[src/hw/rtl/b3s_pkg.sv]
// b3s_pkg: shared types, constants and packing helpers for the 3x3 binomial smoother.
// No dependencies; used by every module under hw/rtl.
package b3s_pkg;

    localparam int SAMPLE_W   = 24;   // bits per field component
    localparam int NCOMP      = 6;    // components per pixel
    localparam int COORD_W    = 10;   // width of out_row / out_col
    localparam int CFG_IDX_W  = 1;
    localparam int CFG_DATA_W = 11;

    // configuration register indexes
    localparam logic [CFG_IDX_W-1:0] CFG_FRAME_WIDTH  = 1'b0;
    localparam logic [CFG_IDX_W-1:0] CFG_FRAME_HEIGHT = 1'b1;

    typedef logic signed [SAMPLE_W-1:0] sample_t;
    typedef sample_t [NCOMP-1:0]        comp_vec_t;
    // one window column: [0] row r-2, [1] row r-1, [2] row r
    typedef comp_vec_t [2:0]            column_t;

    typedef struct packed {
        sample_t x_real;
        sample_t x_imag;
        sample_t y_real;
        sample_t y_imag;
        sample_t z_real;
        sample_t z_imag;
    } in_item_t;

    typedef struct packed {
        sample_t              sx_real;
        sample_t              sx_imag;
        sample_t              sy_real;
        sample_t              sy_imag;
        sample_t              sz_real;
        sample_t              sz_imag;
        logic [COORD_W-1:0]   out_row;
        logic [COORD_W-1:0]   out_col;
        logic                 run_last;
    } out_item_t;

    function automatic comp_vec_t item_to_vec(input in_item_t d);
        comp_vec_t v;
        v[0] = d.x_real;
        v[1] = d.x_imag;
        v[2] = d.y_real;
        v[3] = d.y_imag;
        v[4] = d.z_real;
        v[5] = d.z_imag;
        return v;
    endfunction

    function automatic out_item_t make_result(input comp_vec_t v,
                                              input logic [COORD_W-1:0] row,
                                              input logic [COORD_W-1:0] col,
                                              input logic last);
        out_item_t o;
        o.sx_real  = v[0];
        o.sx_imag  = v[1];
        o.sy_real  = v[2];
        o.sy_imag  = v[3];
        o.sz_real  = v[4];
        o.sz_imag  = v[5];
        o.out_row  = row;
        o.out_col  = col;
        o.run_last = last;
        return o;
    endfunction

endpackage

[src/hw/rtl/b3s_kernel.sv]
// b3s_kernel: 3x3 binomial weighting [1 2 1; 2 4 2; 1 2 1], rounded divide by 16.
// Depends on b3s_pkg. Purely combinational, one adder tree per component.
module b3s_kernel (
    input  b3s_pkg::column_t    left_col,
    input  b3s_pkg::column_t    mid_col,
    input  b3s_pkg::column_t    right_col,
    output b3s_pkg::comp_vec_t  smoothed
);

    localparam int CS_W  = b3s_pkg::SAMPLE_W + 2;
    localparam int SUM_W = b3s_pkg::SAMPLE_W + 4;

    for (genvar k = 0; k < b3s_pkg::NCOMP; k++) begin : g_comp
        logic signed [CS_W-1:0]  sum_l;
        logic signed [CS_W-1:0]  sum_m;
        logic signed [CS_W-1:0]  sum_r;
        logic signed [SUM_W-1:0] total;
        logic signed [SUM_W-1:0] biased;

        // vertical [1 2 1] per column
        assign sum_l = CS_W'(left_col[0][k]) + (CS_W'(left_col[1][k]) <<< 1)
                     + CS_W'(left_col[2][k]);
        assign sum_m = CS_W'(mid_col[0][k]) + (CS_W'(mid_col[1][k]) <<< 1)
                     + CS_W'(mid_col[2][k]);
        assign sum_r = CS_W'(right_col[0][k]) + (CS_W'(right_col[1][k]) <<< 1)
                     + CS_W'(right_col[2][k]);

        // horizontal [1 2 1], then +8 and arithmetic shift by 4
        assign total  = SUM_W'(sum_l) + (SUM_W'(sum_m) <<< 1) + SUM_W'(sum_r);
        assign biased = total + SUM_W'(8);
        assign smoothed[k] = biased[SUM_W-1:4];
    end

endmodule

[config.mk]
export PLATFORM = sky130hd
export DESIGN_NAME = b3s_kernel
export DESIGN_NICKNAME = d
export VERILOG_FILES = /design/src/hw/rtl/b3s_pkg.sv /design/src/hw/rtl/b3s_kernel.sv
export SDC_FILE = /design/constraint.sdc
export NUM_CORES = 2
export LEC_CHECK = 0
export ABC_AREA = 1
export BUFFER_PORTS_ARGS = -buffer_cell sky130_fd_sc_hd__buf_2
export CORE_AREA = 2 2 559 561
export DETAILED_ROUTE_END_ITERATION = 12
export DIE_AREA = 0 0 561 563
export PLACE_DENSITY = 0.36
export SLEW_MARGIN = 25
export SYNTH_ARGS = -nofsm -noshare
export SYNTH_HDL_FRONTEND = slang
export SYNTH_SLANG_ARGS = --single-unit
export TNS_END_PERCENT = 1
[constraint.sdc]
create_clock -name vclk -period 6.8
set_input_delay 0.34 -clock vclk [all_inputs]
set_output_delay 0.34 -clock vclk [all_outputs]
set_load 0.01 [all_outputs]
==> run_results.csv <==
group,metric,value,unit
detailed_routing,drtIter0Drc,2122,
detailed_routing,wl,229000,um
die,die_h,563,um
yosys,syn-cell-area,44100,sq um
timing,fmax,157,MHz
die,die_area,316000,sq um
timing,layout_min_cycle_time,6.39,ns
setup_path,worstSetupPathDepth,25,
detailed_routing,avgViaCountPerCell,3.62,
setup_path,worst_path_max_delay_cell,"fa_1",
job,maxCapViolations,0,
detailed_routing,drc,0,
yosys,synth-seq-area-share,0,
yosys,synth.most_common_cell,"inv_1",
yosys,ys_types,32,
yosys,synth_compound_area_frac,0.0370,
cts,cts_setup_buffers,0,
grt,grt_pass1_wl,324000,um
setup_path,crit_required,6.46,ns
setup_path,worst_ep_arrival_time,6.05,ns
finish,nClkBuffers,0,
place,gp_congestion,0.930,
die,die-width,561,um
place,port_buffers,1440,
yosys,synth.top_cell.area_share,0.406,
yosys,synthSimpleGateAreaFrac,0.235,
yosys,synthXorXnorAreaFrac,0.0369,
detailed_routing,postRouteAntennaNets,0,
yosys,synth-adder-area-share,0.532,
finish,stdcell_count,11800,
grt,grt.overflow.total,0,
die,io_pins,1440,
worst_hold_path,hold_path_depth,8,
finish,syn_to_final_growth,28.7,%
die,rows,205,
setup_path,crit_fanout,6,
timing,report.final.slew_viol_count,0,
setup_path,crit_top_cell,"inv_1",
setup_path,worstSetupPathType,"in -> out",
grt,grt_max_degree,8,
yosys,synth_top_family_by_area,"adder cells",
setup_path,critPathTopFamily,"adder cells",
place,dpl-instance-area,56700,sq um
detailed_routing,wl_per_cell,19.4,um
status,status,"completed",
cts,cts_resized,0,
finish,seqCellArea,0,sq um
detailed_routing,drt_pass1_iterations,6,
grt,antenna_found_initial,50,
finish,design_area,56800,sq um
yosys,syn_nets,8831,
die,start_util,0.142,
timing,period_share,0.939,
setup_path,cp_slowest_stage_delay,0.53,ns
finish,finalNetCount,10300,
finish,drive_above_1_share,0.201,
setup_path,worst_setup_path_start_kind,"primary input",
place,dp.cells,11800,
timing,slew_headroom,0.588,
yosys,synthMuxAreaShare,0,
yosys,netlist_top_cells_area,"fa_1, inv_1, nand2_1",
grt,track_usage,0.142,
cts,hold_buffers,0,
worst_hold_path,hold_path.class,"in -> out",
timing,rsz0062_at_grt,"false",
setup_path,path_buf_inv,7,
timing,tns,0,ns
finish,nFillCells,35900,
yosys,yosysTopAreaCell,"fa_1",
setup_path,crit_path_end_kind,"output port",
die,coreArea,310000,sq um
finish,nFlopsAndLatches,0,
yosys,postSynthCellCount,6197,
yosys,yosys_warnings,0,
timing,tightest_slew,0.613,ns
place,dpl.hpwl,223000,um
timing,hold_viol,0,
yosys,synth.avg_cell_area,7.12,sq um
detailed_routing,vias,42800,
yosys,synth_common_cells,"inv_1, nand2_1, fa_1, ha_1, nor2_1",
timing,finalSetupViolCount,0,
grt,grt_pass1_vias,46100,
stage by stage:
step                 util  setup WS, ns  hold slack (ns)
global route        0.183        0.0310             1.55
detailed placement  0.183         0.150             1.47
floorplan               -          1.89             1.13
CTS                 0.183         0.119             1.47
global placement    0.183        0.0889             1.47
finish              0.183         0.414             1.46
final timing paths:
| check | start | endpoint | slack, ns |
|---|---|---|---|
| setup / recovery | mid_col[121] | smoothed[135] | 0.41 |
| hold / removal | mid_col[312] | smoothed[26] | 1.46 |
routing by layer:
layer  routed length, um  vias to the layer above  share of wire  track usage
li1                    -                    21100              -            -
met1               97100                    20400           0.42        0.176
met2              119000                     1200           0.52        0.270
met3                9080                      108          0.040       0.0113
met4                3430                       12          0.015       0.0159
met5                  76                        -        0.00033            0
cell families (layout without fill, tap and decap cells):
logic type,Yosys count,in the layout
buffers and inverters,1869,3336
xor gates and xnor gates,186,186
other,0,17
and+or+nand+nor,2502,2502
AOI/OAI and AO/OA,302,302
adders and majority gates,1338,1338
layout make-up:
class                      count  area [sq um]  share of cell area
multi-input combinational   4328         37100               0.654
timing repair buffer        1467          7410               0.131
antenna                       17          42.5            0.000749
inverter                    1869          7020               0.124
tap                         4140          5180              0.0912
worst min-delay path: cells and delay by family:
| family | cells | cell delay, ns |
|---|---|---|
| xor gates and xnor gates | 1 | 0.09 |
| and+or+nand+nor | 4 | 0.34 |
| adders and majority gates | 1 | 0.12 |
| buffers and inverters | 2 | 0.23 |
cells in the final DEF, fill, tap and decap left out, types with 4 or more instances in the layout:
master    count
inv_1      1860
nand2_1    1687
buf_2      1440
fa_1        894
ha_1        444
nor2_1      312
nand3_1     260
a21oi_1     229
xor2_1      128
nand4_1      95
xnor2_1      54
nor3_1       35
o21bai_1     32
o21ai_0      29
buf_4        27
nand2_2      22
nand3b_1     22
and2_1       21
nor2_2       18
diode_2      17
nor3_2       12
nor4_1        9
o21ai_2       7
inv_2         5
nand3_2       4
Power is not shown: default switching activity piles up to over one toggle a cycle in this logic, so the estimate is an artifact.
